[config.mk]
export PLATFORM = sky130hd
export DESIGN_NAME = msgpack_value_size_scanner
export DESIGN_NICKNAME = d
export VERILOG_FILES = /design/src/sv/mvs_pkg.sv /design/src/sv/mvs_front.sv /design/src/sv/mvs_back.sv /design/src/sv/msgpack_value_size_scanner.sv
export SDC_FILE = /design/constraint.sdc
export NUM_CORES = 1
export LEC_CHECK = 0
export ABC_AREA = 1
export BUFFER_PORTS_ARGS = -buffer_cell sky130_fd_sc_hd__buf_2
export CAP_MARGIN = 10
export CORE_MARGIN = 3
export CORE_UTILIZATION = 34
export DETAILED_ROUTE_END_ITERATION = 6
export PLACE_DENSITY_LB_ADDON = 0.05
export SYNTH_ARGS = -nofsm -noshare
export SYNTH_HDL_FRONTEND = slang
export SYNTH_SLANG_ARGS = --single-unit
[constraint.sdc]
create_clock -name clk -period 16.3 [get_ports clk]
set_input_delay 0 -clock clk [delete_from_list [all_inputs] [get_ports clk]]
set_output_delay 0 -clock clk [all_outputs]
set_load 0.005 [all_outputs]
[src/sv/mvs_pkg.sv]
package mvs_pkg;

  localparam int MAX_DEPTH = 16;
  localparam int LVL_W = $clog2(MAX_DEPTH + 1);
  localparam int IDX_W = (MAX_DEPTH > 1) ? $clog2(MAX_DEPTH) : 1;
  localparam int CNT_W = 33;

  localparam int FQ_DEPTH = 4;
  localparam int FQ_AW = $clog2(FQ_DEPTH);

  localparam logic [7:0] MP_NIL      = 8'hc0;
  localparam logic [7:0] MP_FALSE    = 8'hc2;
  localparam logic [7:0] MP_TRUE     = 8'hc3;
  localparam logic [7:0] MP_BIN8     = 8'hc4;
  localparam logic [7:0] MP_BIN16    = 8'hc5;
  localparam logic [7:0] MP_BIN32    = 8'hc6;
  localparam logic [7:0] MP_FLOAT32  = 8'hca;
  localparam logic [7:0] MP_FLOAT64  = 8'hcb;
  localparam logic [7:0] MP_UINT8    = 8'hcc;
  localparam logic [7:0] MP_UINT16   = 8'hcd;
  localparam logic [7:0] MP_UINT32   = 8'hce;
  localparam logic [7:0] MP_UINT64   = 8'hcf;
  localparam logic [7:0] MP_INT8     = 8'hd0;
  localparam logic [7:0] MP_INT16    = 8'hd1;
  localparam logic [7:0] MP_INT32    = 8'hd2;
  localparam logic [7:0] MP_INT64    = 8'hd3;
  localparam logic [7:0] MP_STR8     = 8'hd9;
  localparam logic [7:0] MP_STR16    = 8'hda;
  localparam logic [7:0] MP_STR32    = 8'hdb;
  localparam logic [7:0] MP_ARRAY16  = 8'hdc;
  localparam logic [7:0] MP_ARRAY32  = 8'hdd;
  localparam logic [7:0] MP_MAP16    = 8'hde;
  localparam logic [7:0] MP_MAP32    = 8'hdf;
  localparam logic [7:0] MP_FIXMAP   = 8'h80;
  localparam logic [7:0] MP_FIXARRAY = 8'h90;
  localparam logic [7:0] MP_FIXSTR   = 8'ha0;
  localparam logic [7:0] MP_NEGFIX   = 8'he0;

  typedef enum logic [1:0] {
    ST_OK      = 2'd0,
    ST_UNKNOWN = 2'd1,
    ST_TRUNC   = 2'd2,
    ST_DEEP    = 2'd3
  } status_t;

  typedef enum logic [1:0] {
    HK_BLOB  = 2'd0,
    HK_ARRAY = 2'd1,
    HK_MAP   = 2'd2
  } hkind_t;

  typedef enum logic [2:0] {
    TC_SCALAR,
    TC_PAYLOAD,
    TC_OPEN,
    TC_HEADER,
    TC_UNKNOWN
  } tcls_t;

  typedef struct packed {
    tcls_t      cls;
    logic [4:0] len;
    hkind_t     kind;
    logic [2:0] hbytes;
  } tdec_t;

  typedef struct packed {
    logic [7:0] data;
    logic       eob;
    tdec_t      dec;
  } fq_item_t;

  typedef struct packed {
    logic     valid;
    fq_item_t item;
  } fq_head_t;

  function automatic tdec_t decode_type(input logic [7:0] b);
    tdec_t d;
    d.cls    = TC_UNKNOWN;
    d.len    = 5'd0;
    d.kind   = HK_BLOB;
    d.hbytes = 3'd0;
    if (b < MP_FIXMAP || b >= MP_NEGFIX || b == MP_NIL || b == MP_FALSE || b == MP_TRUE) begin
      d.cls = TC_SCALAR;
    end else if ((b & 8'he0) == MP_FIXSTR) begin
      d.cls = TC_PAYLOAD;
      d.len = b[4:0];
    end else if ((b & 8'hf0) == MP_FIXMAP) begin
      d.cls = TC_OPEN;
      d.len = {b[3:0], 1'b0};
    end else if ((b & 8'hf0) == MP_FIXARRAY) begin
      d.cls = TC_OPEN;
      d.len = {1'b0, b[3:0]};
    end else begin
      case (b)
        MP_UINT8, MP_INT8: begin
          d.cls = TC_PAYLOAD;
          d.len = 5'd1;
        end
        MP_UINT16, MP_INT16: begin
          d.cls = TC_PAYLOAD;
          d.len = 5'd2;
        end
        MP_FLOAT32, MP_UINT32, MP_INT32: begin
          d.cls = TC_PAYLOAD;
          d.len = 5'd4;
        end
        MP_FLOAT64, MP_UINT64, MP_INT64: begin
          d.cls = TC_PAYLOAD;
          d.len = 5'd8;
        end
        MP_BIN8, MP_STR8: begin
          d.cls    = TC_HEADER;
          d.hbytes = 3'd1;
        end
        MP_BIN16, MP_STR16: begin
          d.cls    = TC_HEADER;
          d.hbytes = 3'd2;
        end
        MP_BIN32, MP_STR32: begin
          d.cls    = TC_HEADER;
          d.hbytes = 3'd4;
        end
        MP_ARRAY16: begin
          d.cls    = TC_HEADER;
          d.kind   = HK_ARRAY;
          d.hbytes = 3'd2;
        end
        MP_ARRAY32: begin
          d.cls    = TC_HEADER;
          d.kind   = HK_ARRAY;
          d.hbytes = 3'd4;
        end
        MP_MAP16: begin
          d.cls    = TC_HEADER;
          d.kind   = HK_MAP;
          d.hbytes = 3'd2;
        end
        MP_MAP32: begin
          d.cls    = TC_HEADER;
          d.kind   = HK_MAP;
          d.hbytes = 3'd4;
        end
        default: begin
          d.cls = TC_UNKNOWN;
        end
      endcase
    end
    return d;
  endfunction

endpackage

[src/sv/mvs_front.sv]
module mvs_front (
  input  logic              clk,
  input  logic              rst_n,
  input  logic              push,
  output logic              full,
  input  logic [7:0]        in_data_byte,
  input  logic              in_end_of_buffer,
  output mvs_pkg::fq_head_t head,
  input  logic              deq
);
  import mvs_pkg::*;

  fq_item_t             q_r [FQ_DEPTH];
  logic [FQ_AW-1:0]     wr_r, wr_nxt;
  logic [FQ_AW-1:0]     rd_r, rd_nxt;
  logic [FQ_AW:0]       cnt_r, cnt_nxt;
  logic                 enq;
  logic                 do_deq;
  fq_item_t             new_item;

  assign full     = (cnt_r == (FQ_AW+1)'(FQ_DEPTH));
  assign enq      = push && !full;
  assign do_deq   = deq && (cnt_r != '0);

  assign new_item.data = in_data_byte;
  assign new_item.eob  = in_end_of_buffer;
  assign new_item.dec  = decode_type(in_data_byte);

  assign head.valid = (cnt_r != '0);
  assign head.item  = q_r[rd_r];

  always_comb begin
    wr_nxt  = enq ? wr_r + FQ_AW'(1) : wr_r;
    rd_nxt  = do_deq ? rd_r + FQ_AW'(1) : rd_r;
    cnt_nxt = cnt_r + (FQ_AW+1)'(enq) - (FQ_AW+1)'(do_deq);
  end

  always_ff @(posedge clk) begin
    if (!rst_n) begin
      wr_r  <= '0;
      rd_r  <= '0;
      cnt_r <= '0;
    end else begin
      wr_r  <= wr_nxt;
      rd_r  <= rd_nxt;
      cnt_r <= cnt_nxt;
    end
  end

  always_ff @(posedge clk) begin
    if (enq) begin
      q_r[wr_r] <= new_item;
    end
  end

`ifndef SYNTH
  a_cnt_range: assert property (@(posedge clk) disable iff (!rst_n)
    cnt_r <= (FQ_AW+1)'(FQ_DEPTH))
    else $error("queue count out of range");
  a_ptr_gap: assert property (@(posedge clk) disable iff (!rst_n)
    (cnt_r == '0 || cnt_r == (FQ_AW+1)'(FQ_DEPTH)) |-> (wr_r == rd_r))
    else $error("queue pointers disagree with count");
  a_cnt_track: assert property (@(posedge clk) disable iff (!rst_n)
    (enq && !do_deq) |=> (cnt_r == $past(cnt_r) + (FQ_AW+1)'(1)))
    else $error("queue count did not advance");
`endif

endmodule

[src/sv/mvs_back.sv]
module mvs_back (
  input  logic              clk,
  input  logic              rst_n,
  input  mvs_pkg::fq_head_t head,
  output logic              deq,
  output logic              empty,
  input  logic              pop,
  output logic [31:0]       out_value_size,
  output logic [1:0]        out_status
);
  import mvs_pkg::*;

  typedef enum logic [1:0] {
    S_TYPE,
    S_HEADER,
    S_PAYLOAD,
    S_UNWIND
  } state_t;

  typedef enum logic [1:0] {
    G_PEND,
    G_DONE,
    G_UNK,
    G_DEEP
  } go_t;

  state_t            state_r, state_nxt;
  logic [2:0]        hdr_left_r, hdr_left_nxt;
  logic [31:0]       acc_r, acc_nxt;
  hkind_t            kind_r, kind_nxt;
  logic [31:0]       pay_r, pay_nxt;
  logic [31:0]       size_r, size_nxt;
  logic [LVL_W-1:0]  level_r, level_nxt;
  logic              drop_r, drop_nxt;
  logic              eob_hold_r, eob_hold_nxt;
  logic [CNT_W-1:0]  stk_r [MAX_DEPTH];

  logic              ov_r, ov_nxt;
  logic [31:0]       osize_r, osize_nxt;
  status_t           ostat_r, ostat_nxt;

  logic              out_free;
  logic              take;
  logic              step;
  logic [LVL_W-1:0]  lvl_m1;
  logic [CNT_W-1:0]  top;
  logic [CNT_W-1:0]  top_dec;
  go_t               ed_go;
  logic              ed_more;
  logic [LVL_W-1:0]  ed_lvl;
  logic              ed_we;

  logic              stk_we;
  logic [IDX_W-1:0]  stk_idx;
  logic [CNT_W-1:0]  stk_wdata;

  go_t               go;
  logic              more;
  logic              fin;
  logic              fin_eob;
  logic              use_ed;
  logic              use_open;
  logic [CNT_W-1:0]  open_cnt;
  logic [31:0]       acc_sh;
  logic [2:0]        hl_dec;
  logic [31:0]       pl_dec;
  logic [31:0]       size_inc;
  fq_item_t          it;

  assign it       = head.item;
  assign out_free = !ov_r || pop;
  assign take     = head.valid && out_free && (state_r != S_UNWIND);
  assign step     = out_free && (state_r == S_UNWIND);
  assign deq      = take;

  // one unwind step on the open container at the top of the stack
  assign lvl_m1  = level_r - LVL_W'(1);
  assign top     = stk_r[lvl_m1[IDX_W-1:0]];
  assign top_dec = (top != '0) ? top - CNT_W'(1) : top;

  always_comb begin
    ed_go   = G_PEND;
    ed_more = 1'b0;
    ed_lvl  = level_r;
    ed_we   = 1'b0;
    if (level_r == '0) begin
      ed_go = G_DONE;
    end else if (top_dec != '0) begin
      ed_we = 1'b1;
    end else begin
      ed_lvl = lvl_m1;
      if (lvl_m1 == '0) begin
        ed_go = G_DONE;
      end else begin
        ed_more = 1'b1;
      end
    end
  end

  assign acc_sh   = {acc_r[23:0], it.data};
  assign hl_dec   = (hdr_left_r != '0) ? hdr_left_r - 3'd1 : hdr_left_r;
  assign pl_dec   = (pay_r != '0) ? pay_r - 32'd1 : pay_r;
  assign size_inc = (size_r == '1) ? size_r : size_r + 32'd1;

  always_comb begin
    state_nxt    = state_r;
    hdr_left_nxt = hdr_left_r;
    acc_nxt      = acc_r;
    kind_nxt     = kind_r;
    pay_nxt      = pay_r;
    size_nxt     = size_r;
    level_nxt    = level_r;
    drop_nxt     = drop_r;
    eob_hold_nxt = eob_hold_r;
    ov_nxt       = ov_r && !pop;
    osize_nxt    = osize_r;
    ostat_nxt    = ostat_r;
    stk_we       = 1'b0;
    stk_idx      = lvl_m1[IDX_W-1:0];
    stk_wdata    = top_dec;
    go           = G_PEND;
    more         = 1'b0;
    fin          = 1'b0;
    fin_eob      = it.eob;
    use_ed       = 1'b0;
    use_open     = 1'b0;
    open_cnt     = '0;

    if (take && drop_r) begin
      if (it.eob) begin
        drop_nxt = 1'b0;
      end
    end else if (take) begin
      size_nxt = size_inc;
      fin      = 1'b1;
      case (state_r)
        S_HEADER: begin
          acc_nxt      = acc_sh;
          hdr_left_nxt = hl_dec;
          if (hl_dec == '0) begin
            state_nxt = S_TYPE;
            case (kind_r)
              HK_BLOB: begin
                if (acc_sh == '0) begin
                  use_ed = 1'b1;
                end else begin
                  pay_nxt   = acc_sh;
                  state_nxt = S_PAYLOAD;
                end
              end
              HK_MAP: begin
                use_open = 1'b1;
                open_cnt = {acc_sh, 1'b0};
              end
              default: begin
                use_open = 1'b1;
                open_cnt = {1'b0, acc_sh};
              end
            endcase
          end
        end
        S_PAYLOAD: begin
          pay_nxt = pl_dec;
          if (pl_dec == '0) begin
            state_nxt = S_TYPE;
            use_ed    = 1'b1;
          end
        end
        default: begin
          case (it.dec.cls)
            TC_SCALAR: begin
              use_ed = 1'b1;
            end
            TC_PAYLOAD: begin
              if (it.dec.len == '0) begin
                use_ed = 1'b1;
              end else begin
                pay_nxt   = {27'd0, it.dec.len};
                state_nxt = S_PAYLOAD;
              end
            end
            TC_OPEN: begin
              use_open = 1'b1;
              open_cnt = {28'd0, it.dec.len};
            end
            TC_HEADER: begin
              kind_nxt     = it.dec.kind;
              hdr_left_nxt = it.dec.hbytes;
              acc_nxt      = '0;
              state_nxt    = S_HEADER;
            end
            default: begin
              go = G_UNK;
            end
          endcase
        end
      endcase

      if (use_open) begin
        if (open_cnt == '0) begin
          use_ed = 1'b1;
        end else if (level_r == LVL_W'(MAX_DEPTH)) begin
          go = G_DEEP;
        end else begin
          stk_we    = 1'b1;
          stk_idx   = level_r[IDX_W-1:0];
          stk_wdata = open_cnt;
          level_nxt = level_r + LVL_W'(1);
        end
      end
    end else if (step) begin
      use_ed    = 1'b1;
      fin       = 1'b1;
      fin_eob   = eob_hold_r;
      state_nxt = S_TYPE;
    end

    if (use_ed) begin
      go        = ed_go;
      more      = ed_more;
      level_nxt = ed_lvl;
      stk_we    = ed_we;
    end

    if (fin && more) begin
      state_nxt    = S_UNWIND;
      eob_hold_nxt = fin_eob;
    end else if (fin) begin
      case (go)
        G_UNK, G_DEEP: begin
          ov_nxt    = 1'b1;
          osize_nxt = '0;
          ostat_nxt = (go == G_UNK) ? ST_UNKNOWN : ST_DEEP;
        end
        G_DONE: begin
          ov_nxt    = 1'b1;
          osize_nxt = size_nxt;
          ostat_nxt = ST_OK;
          size_nxt  = '0;
        end
        default: begin
          if (fin_eob) begin
            ov_nxt    = 1'b1;
            osize_nxt = '0;
            ostat_nxt = ST_TRUNC;
          end
        end
      endcase
      if (go == G_UNK || go == G_DEEP || fin_eob) begin
        state_nxt    = S_TYPE;
        hdr_left_nxt = '0;
        acc_nxt      = '0;
        kind_nxt     = HK_BLOB;
        pay_nxt      = '0;
        size_nxt     = '0;
        level_nxt    = '0;
        drop_nxt     = (go == G_UNK || go == G_DEEP) && !fin_eob;
      end
    end
  end

  always_ff @(posedge clk) begin
    if (!rst_n) begin
      state_r    <= S_TYPE;
      hdr_left_r <= '0;
      acc_r      <= '0;
      kind_r     <= HK_BLOB;
      pay_r      <= '0;
      size_r     <= '0;
      level_r    <= '0;
      drop_r     <= 1'b0;
      eob_hold_r <= 1'b0;
      ov_r       <= 1'b0;
    end else begin
      state_r    <= state_nxt;
      hdr_left_r <= hdr_left_nxt;
      acc_r      <= acc_nxt;
      kind_r     <= kind_nxt;
      pay_r      <= pay_nxt;
      size_r     <= size_nxt;
      level_r    <= level_nxt;
      drop_r     <= drop_nxt;
      eob_hold_r <= eob_hold_nxt;
      ov_r       <= ov_nxt;
    end
    osize_r <= osize_nxt;
    ostat_r <= ostat_nxt;
  end

  always_ff @(posedge clk) begin
    if (stk_we) begin
      stk_r[stk_idx] <= stk_wdata;
    end
  end

  assign empty          = !ov_r;
  assign out_value_size = osize_r;
  assign out_status     = ostat_r;

`ifndef SYNTH
  a_level_max: assert property (@(posedge clk) disable iff (!rst_n)
    level_r <= LVL_W'(MAX_DEPTH))
    else $error("nesting level beyond stack depth");
  a_unwind_level: assert property (@(posedge clk) disable iff (!rst_n)
    (state_r == S_UNWIND) |-> (level_r != '0))
    else $error("unwinding with no open container");
  a_drop_clear: assert property (@(posedge clk) disable iff (!rst_n)
    drop_r |-> (level_r == '0 && state_r == S_TYPE && size_r == '0))
    else $error("dropping with scan state left behind");
  a_err_size: assert property (@(posedge clk) disable iff (!rst_n)
    (ov_r && ostat_r != ST_OK) |-> (osize_r == '0))
    else $error("error item carries a size");
  a_no_take_unwind: assert property (@(posedge clk) disable iff (!rst_n)
    (state_r == S_UNWIND) |-> !deq)
    else $error("byte taken during unwind");
`endif

endmodule

[src/sv/msgpack_value_size_scanner.sv]
// Timing: an accepted byte passes through the input queue and the result register to the
//   out_ ports, after any stack unwind steps that the byte causes.
// Throughput: 1 byte per cycle while the result register is free; a byte that closes containers
//   pauses intake for a stack unwind step for each closed container that still has an open parent.
// The result register is freed by pop in the same cycle, so pop every cycle keeps full rate.
// Reset: rst_n synchronous, active low; clears the queue and scan state,
//   the container stack is left as is and only read once written.
module msgpack_value_size_scanner (
  input  logic        clk,
  input  logic        rst_n,
  input  logic        push,
  output logic        full,
  input  logic [7:0]  in_data_byte,
  input  logic        in_end_of_buffer,
  output logic        empty,
  input  logic        pop,
  output logic [31:0] out_value_size,
  output logic [1:0]  out_status
);
  import mvs_pkg::*;

  fq_head_t head;
  logic     deq;

  mvs_front u_front (
    .clk              (clk),
    .rst_n            (rst_n),
    .push             (push),
    .full             (full),
    .in_data_byte     (in_data_byte),
    .in_end_of_buffer (in_end_of_buffer),
    .head             (head),
    .deq              (deq)
  );

  mvs_back u_back (
    .clk            (clk),
    .rst_n          (rst_n),
    .head           (head),
    .deq            (deq),
    .empty          (empty),
    .pop            (pop),
    .out_value_size (out_value_size),
    .out_status     (out_status)
  );

endmodule

==> results of run 1 <==
-- sequential cells by signal, indices dropped and copies added (netlist names), 2 cells and up, named ones only --
register               flops
u_back.state_r             2
u_back.level_r             5
u_back.size_r             32
u_back.out_status          2
u_back.stk_r             528
u_back.out_value_size     32
u_back.hdr_left_r          3
u_front.wr_r               2
u_back.acc_r              24
u_back.kind_r              2
u_front.rd_r               2
u_front.cnt_r              3
u_front.q_r               88
u_back.pay_r              32
-- cells in the mapped netlist, drive strengths merged (2+ instances only) --
cell / count
a31oi: 4
nor3: 28
nand3b: 7
a32oi: 2
xor2: 43
edfxtp: 650
o21bai: 2
o221ai: 8
o211ai: 54
ha: 17
or2: 7
nand2: 1151
dlygate4sd1: 2
a22oi: 34
xnor2: 12
clkinv: 3
dfxtp: 112
inv: 409
a32o: 4
o22ai: 71
nand3: 391
nor4: 9
a31o: 5
nor2: 462
buf: 114
nand4: 52
clkbuf: 69
a221oi: 5
a21oi: 65
o21ai: 174
-- area by class of cell --
type / instances / area [um2]
clock buffer: 131 / 2560
inverter: 412 / 1560
clock inverter: 27 / 214
tap: 1391 / 1740
antenna: 1 / 2.50
timing repair buffer: 130 / 911
sequential: 762 / 21800
fill: 10800 / 64700
multi-input combinational: 2614 / 12400
-- worst reg2reg max path: cells and delay by family (launching register included) --
family / cells / cell delay (ps)
AOI/OAI and AO/OA: 2 / 580
adders and majority gates: 2 / 880
buffers and inverters: 6 / 2530
DFF: 1 / 910
and+or+nand+nor: 16 / 3260
-- metrics by stage --
stage,cells,setup WS (ps),utilization
2_1_floorplan,3973,9970,-
3_3_place_gp,5296,7650,0.361
3_5_place_dp,5296,7580,0.361
4_1_cts,5466,7570,0.388
5_1_grt,5468,6940,0.389
6_report,5468,7750,0.389
-- kinds of logic (layout without fill, tap and decap cells) --
group,after synthesis,in the layout,share of synthesized area
other,0,1,0
xor gates and xnor gates,55,55,0.0136
AOI/OAI and AO/OA,432,432,0.0712
buffers and inverters,597,700,0.0687
and+or+nand+nor,2108,2108,0.243
adders and majority gates,18,18,0.00639
muxes,1,1,0.000275
DFF,762,762,0.597
-- layer usage --
metal,part of all wire,track usage,wire length [um]
met1,0.45,0.279,52400
met2,0.47,0.342,54900
met3,0.044,0.0316,5120
met4,0.029,0.0608,3380
met5,0,0,0
-- path summary, 6_finish.rpt --
path / endpoint / cells after the start
min reg2reg: flop / 2
max reg2reg: u_back.stk_r[8][31] / 26
min: u_front.q_r[1][21] / 2
max: u_back.stk_r[8][31] / 26
-- cells in the final DEF, fill, tap and decap left out, types with 47 or more instances in the layout --
cell	instances
a21oi_1	65
buf_2	48
buf_4	68
clkbuf_16	93
dfxtp_1	111
edfxtp_1	650
inv_1	400
nand2_1	1143
nand3_1	387
nand4_1	52
nor2_1	393
nor2_2	47
o211ai_1	54
o21ai_0	149
o22ai_1	71
==> metrics.md, run 1 <==
| Metric | Value |
|---|---|
| Outcome | `completed` |
| Post-route cell area | `0.0411 mm2` |
| Setup Fix Bufs, Post-CTS | `0` |
| Routed len/inst | `21.2 um` |
| I/O pins | `49` |
| Proportion of layout cells with a drive suffix above 1 | `0.0854` |
| GRT Overall Usage | `0.206` |
| Net count after synthesis | `4004` |
| Clock root cell | `clkbuf_16` |
| Final hold vios | `0` |
| Final wirelength | `116000 um` |
| Tmin final | `8550 ps` |
| Max-slew violation count | `0` |
| Critical path class | `reg -> reg` |
| Max H-tree Level | `3` |
| Worst min-delay path class | `in -> reg` |
| Die X | `333 um` |
| Synth cell types | `55` |
| Final number of setup-violating endpoints | `0` |
| Final #Nets | `4041` |
| Fraction of registers with async set/reset | `0` |
| Cts bufs inserted | `90` |
| Number of global-route vias before repair | `26500` |
| DP Area | `0.0382 mm2` |
| Initial Util | `0.344` |
| Avg Vias per Cell | `4.98` |
| Worst-Skew Late Latency | `660 ps` |
| #FFs+latches synth | `762` |
| 1st-pass router iterations | `6` |
| CTS max path bufs | `3` |
| RSZ-0062 raised after global routing | `false` |
| # resized after CTS | `0` |
| Sequential area share after synthesis | `0.597` |
| Clock Sinks | `762` |
| Vias | `27200` |
| Min-delay src | `in_data_byte[7]` |
| Critical path's slowest cell | `dfxtp_4` |
| Area Growth Syn to Fin | `12.9%` |
| Core Footprint | `0.106 mm2` |
| Worst Path Max Fanout | `80` |
| Clock skew | `22.6 ps` |
| Most common flop cell mapped by yosys | `edfxtp_1` |
| CP Launch Type | `flop` |
| TritonCTS clock tree | `built` |
| # rows | `119` |
| Worst Path Buf+Inv | `6` |
| DRC | `0` |
| Final period util | `0.525` |
| DP HPWL | `72100 um` |
| Reg-to-Reg Start | `u_back.level_r[0]` |
| Worst Path Arrival | `8840 ps` |
| Yosys warnings | `0` |
| Top post-synthesis cells by area | `edfxtp_1 54%, nand2_1 12%, dfxtp_1 6.2%, nand3_1 5.3%, nor2_1 4.3%` |
| Area leader, netlist | `edfxtp_1` |
| Routability cong. | `0.873` |
| Minimum hold slack | `177 ps` |
| CP required | `16590 ps` |
| Setup slack, reg-to-reg | `7750 ps` |
| Setup TNS Final | `0 ps` |
| Top cell type's share of synthesized area | `0.536` |
| Top Family by Delay on Critical Path | `simple AND/OR/NAND/NOR gates` |
| Critical path endpoint category | `flop` |
| GR Overflow Total | `0` |
| Relative slew margins | `0.262` |
| Mapped Cells | `3973` |
| Hold Buf Count CTS | `12` |
| Mean Syn Cell Area | `9.17 um2` |
| PortBufs | `48` |
| DIE AREA | `0.111 mm2` |
| Routed Antenna Nets | `0` |
| Slowest cell delay on critical path | `910 ps` |
| Initial antenna violation count | `3` |
| Cell area after synthesis | `0.0364 mm2` |
| Fmax achieved | `117 MHz` |
| Crit path from | `u_back.level_r[0]` |
| Post-synth EDFFs | `650` |
| DIE HEIGHT | `333 um` |
| First-pass GRT wire length | `173000 um` |
| Worst-path clk slew | `60 ps` |
| Max-cap violations | `0` |
| Worst slew pin tran | `1110 ps` |
| Initial DRC Count | `1894` |
| Largest net degree at the start of global routing | `160` |
Power of run 1 is left out: the tool's default activity adds up to more than one toggle a clock period on the data nets, which glitch-free logic cannot reach.
==> run 2: changes to the inputs <==
==> constraint.sdc (replaced) <==
create_clock -name clk -period 7.21 [get_ports clk]
set_input_delay 0 -clock clk [delete_from_list [all_inputs] [get_ports clk]]
set_output_delay 0 -clock clk [all_outputs]
set_load 0.005 [all_outputs]
==> metrics.md, run 2 (synthesized netlist as in run 1, its figures left out) <==
| Metric | Value |
|---|---|
| Routed Antenna Nets | `0` |
| Clock skew | `29.6 ps` |
| Final number of setup-violating endpoints | `0` |
| CP required | `7530 ps` |
| Max-slew violation count | `0` |
| Relative slew margins | `0.324` |
| Routed len/inst | `21.5 um` |
| Final wirelength | `119000 um` |
| Final period util | `0.866` |
| Largest net degree at the start of global routing | `171` |
| DP HPWL | `78000 um` |
| Initial DRC Count | `2333` |
| CP Launch Type | `flop` |
| Clock root cell | `clkbuf_16` |
| Die X | `333 um` |
| # resized after CTS | `0` |
| TritonCTS clock tree | `built` |
| Initial Util | `0.344` |
| I/O pins | `49` |
| Worst-path clk slew | `70 ps` |
| Tmin final | `6240 ps` |
| Core Footprint | `0.106 mm2` |
| Setup TNS Final | `0 ps` |
| RSZ-0062 raised after global routing | `false` |
| Clock Sinks | `762` |
| Fmax achieved | `160 MHz` |
| Worst Path Max Fanout | `95` |
| Most common cell after layout, fill and taps aside | `nand2_1` |
| Biggest regs | `u_back.stk_r: 528 flops, u_front.q_r: 88 flops` |
| Setup Fix Bufs, Post-CTS | `0` |
| Final #Nets | `4083` |
| DIE AREA | `0.111 mm2` |
| Routability cong. | `0.869` |
| GR Overflow Total | `0` |
| Setup slack, reg-to-reg | `970 ps` |
| Max reg flops | `528` |
| Avg Vias per Cell | `5.03` |
| DIE HEIGHT | `333 um` |
| Biggest register | `u_back.stk_r` |
| DRC | `0` |
| CTS max path bufs | `3` |
| # rows | `119` |
| Critical path endpoint category | `flop` |
| Critical path class | `reg -> reg` |
| Worst-Skew Late Latency | `680 ps` |
| Outcome | `completed` |
| Max-cap violations | `0` |
| Final hold vios | `0` |
| Most frequent cells in the layout | `1143 x nand2_1, 650 x edfxtp_1, 400 x inv_1` |
| Initial antenna violation count | `3` |
| Proportion of layout cells with a drive suffix above 1 | `0.0965` |
| Max H-tree Level | `3` |
| PortBufs | `48` |
| Hold Buf Count CTS | `12` |
| GRT Overall Usage | `0.211` |
| Worst min-delay path class | `in -> reg` |
| FF-to-FF path depth | `26` |
| Vias | `27800` |
| Worst Path Arrival | `6560 ps` |
| Area Growth Syn to Fin | `14.5%` |
| Cts bufs inserted | `89` |
| Worst slew pin tran | `1010 ps` |
| Number of global-route vias before repair | `27200` |
| WHS Path Cells | `2` |
| 1st-pass router iterations | `7` |
| First-pass GRT wire length | `178000 um` |
[run 2: critical path, cell delays in order, from the launching register on]
cell     delay [ps]
dfxtp_4         610
inv_6           170
ha_4            350
buf_12          310
nor2_1          100
o21ai_0         100
nand3_1          90
nand3_1         150
nand2_1         120
inv_2           100
ha_1            270
nand3_1         140
nor2_2          250
nand2_1         160
inv_2            90
nand3_1          90
xor2_1          260
nand2_1         130
nand2_1          80
nor2_1           40
nand3_1         140
nor2_4           90
o21ai_0         360
buf_4           200
nand3_1         130
nor2_4          590
buf_4           480
[run 2: final timing paths]
check,from,end
setup / recovery,u_back.level_r[0],u_back.stk_r[13][23]
hold / removal,in_data_byte[7],u_front.q_r[1][21]
setup reg to reg,u_back.level_r[0],u_back.stk_r[13][23]
hold reg to reg,u_front.rd_r[1],flop
[run 2: routing by layer]
metal  vias to the layer above  track usage  wire length (um)
li1                      13500            -                 -
met1                     13500        0.297             55900
met2                       577        0.348             55900
met3                       142       0.0229              4420
met4                         0       0.0535              2250
met5                         -            0                 0
[run 2: stage by stage]
step	instance area (um2)	worst slack, ps	hold slack (ps)	instances	util
2_1_floorplan	36400	875	98.9	3973	-
3_3_place_gp	38700	1020	233	5340	0.366
3_5_place_dp	38700	1040	236	5340	0.366
4_1_cts	41700	1000	97.6	5516	0.394
5_1_grt	41700	564	141	5517	0.394
6_report	41700	966	152	5517	0.394
[run 2: final cells by class]
| cell class | instances | area [um2] |
|---|---|---|
| multi-input combinational | 2614 | 12400 |
| fill | 10600 | 64100 |
| inverter | 412 | 1560 |
| clock buffer | 115 | 2370 |
| timing repair buffer | 173 | 1410 |
| tap | 1391 | 1740 |
| antenna | 1 | 2.50 |
| clock inverter | 49 | 514 |
| sequential | 762 | 21800 |
Power of run 2 is left out for the same reason.
==> run 3: changes to the inputs <==
--- a/config.mk
+++ b/config.mk
@@ -9,7 +9,7 @@
 export BUFFER_PORTS_ARGS = -buffer_cell sky130_fd_sc_hd__buf_2
 export CAP_MARGIN = 10
 export CORE_MARGIN = 3
-export CORE_UTILIZATION = 34
+export CORE_UTILIZATION = 50
 export DETAILED_ROUTE_END_ITERATION = 6
 export PLACE_DENSITY_LB_ADDON = 0.05
 export SYNTH_ARGS = -nofsm -noshare
==> metrics.md, run 3 (synthesized netlist as in run 1, its figures left out) <==
| Metric | Value |
|---|---|
| Clock Sinks | `762` |
| Die X | `276 um` |
| Routability cong. | `0.934` |
| Slowest cell delay on critical path | `660 ps` |
| Critical path endpoint category | `flop` |
| DP HPWL | `66800 um` |
| First-pass GRT wire length | `155000 um` |
| Setup Fix Bufs, Post-CTS | `0` |
| Most common cell after layout, fill and taps aside | `nand2_1` |
| I/O pins | `49` |
| Number of global-route vias before repair | `26200` |
| Hold Buf Count CTS | `12` |
| Clock skew | `20.8 ps` |
| DIE HEIGHT | `276 um` |
| Ant. Diodes | `0` |
| Clock root cell | `clkbuf_16` |
| GRT Overall Usage | `0.268` |
| Critical path class | `reg -> reg` |
| Most frequent cells in the layout | `1144 x nand2_1, 650 x edfxtp_1, 400 x inv_1` |
| Worst Path Max Fanout | `44` |
| TritonCTS clock tree | `built` |
| DIE AREA | `0.0761 mm2` |
| Max-slew violation count | `0` |
| Relative slew margins | `0.184` |
| # resized after CTS | `0` |
| Final period util | `0.906` |
| Worst-Skew Late Latency | `620 ps` |
| Final wirelength | `102000 um` |
| Max reg flops | `528` |
| Fill count | `6537` |
| Worst-path clk slew | `60 ps` |
| 1st-pass router iterations | `5` |
| Max H-tree Level | `3` |
| Area Growth Syn to Fin | `11.7%` |
| Multi-input logic area | `0.0123 mm2` |
| Avg Vias per Cell | `5.50` |
| CP Launch Type | `flop` |
| Post-route cell area | `0.0407 mm2` |
| Largest net degree at the start of global routing | `188` |
| CP required | `7520 ps` |
| RSZ-0062 raised after global routing | `false` |
| DRC | `0` |
| PortBufs | `48` |
| Worst slew pin tran | `1220 ps` |
| Vias | `27700` |
| GR Overflow Total | `0` |
| Routed Antenna Nets | `0` |
| CTS max path bufs | `3` |
| Fmax achieved | `153 MHz` |
| Biggest regs | `u_back.stk_r: 528 flops, u_front.q_r: 88 flops` |
| Biggest register | `u_back.stk_r` |
| Max-cap violations | `0` |
| Core Footprint | `0.0719 mm2` |
| Tmin final | `6530 ps` |
| Proportion of layout cells with a drive suffix above 1 | `0.0859` |
| Worst min-delay path class | `in -> reg` |
| Cts bufs inserted | `82` |
| Setup TNS Final | `0 ps` |
| Top Family by Delay on Critical Path | `simple AND/OR/NAND/NOR gates` |
| Critical path's slowest cell | `o21ai_0` |
| Initial antenna violation count | `0` |
| Final number of setup-violating endpoints | `0` |
| Outcome | `completed` |
| # rows | `98` |
| Worst Path Arrival | `6840 ps` |
| FF/Latch Area | `0.0218 mm2` |
| Initial Util | `0.507` |
| Final hold vios | `0` |
| DP Area | `0.0380 mm2` |
| Initial DRC Count | `2464` |
| Routed len/inst | `20.3 um` |
| Worst Path Buf+Inv | `7` |
| Final #Nets | `4054` |
-- run 3: final timing paths --
path / startpoint / end / slack, ps / depth (start not counted)
max reg2reg: u_back.level_r[0] / u_back.stk_r[13][18] / 680 / 27
min: in_end_of_buffer / u_front.q_r[1][13] / 140 / 2
max: u_back.level_r[0] / u_back.stk_r[13][18] / 680 / 27
min reg2reg: u_front.rd_r[1] / u_front.rd_r[1] / 470 / 2
-- run 3: layout make-up --
class / instances / area share
Inverter: 412 / 0.0382
Multi-Input combinational cell: 2614 / 0.303
Timing Repair Buffer: 151 / 0.0303
Sequential cell: 762 / 0.535
Tap cell: 950 / 0.0292
Clock inverter: 40 / 0.00932
Clock buffer: 108 / 0.0549
-- run 3: layer usage --
layer / share of wire / wire, um / global-route usage / up-vias
li1: - / - / - / 13400
met1: 0.45 / 45900 / 0.377 / 13300
met2: 0.47 / 47800 / 0.435 / 821
met3: 0.053 / 5470 / 0.0360 / 172
met4: 0.032 / 3250 / 0.0820 / 0
met5: 0 / 0 / 0 / -
-- run 3: worst reg2reg max path: cells and delay by family, from the launching register on --
kind | cells | cell delay (ps)
buffers and inverters | 7 | 1740
adders and majority gates | 2 | 570
AOI/OAI and AO/OA | 1 | 660
and+or+nand+nor | 17 | 2870
DFF | 1 | 370
-- run 3: per-stage QoR --
step	hold WS [ps]	std cells	setup slack, ps	util
6_report	138	5037	678	0.566
3_3_place_gp	221	4877	847	0.528
2_1_floorplan	98.9	3973	875	-
3_5_place_dp	226	4877	711	0.528
4_1_cts	96.9	5037	709	0.566
5_1_grt	128	5037	264	0.566
Power of run 3 is left out for the same reason.
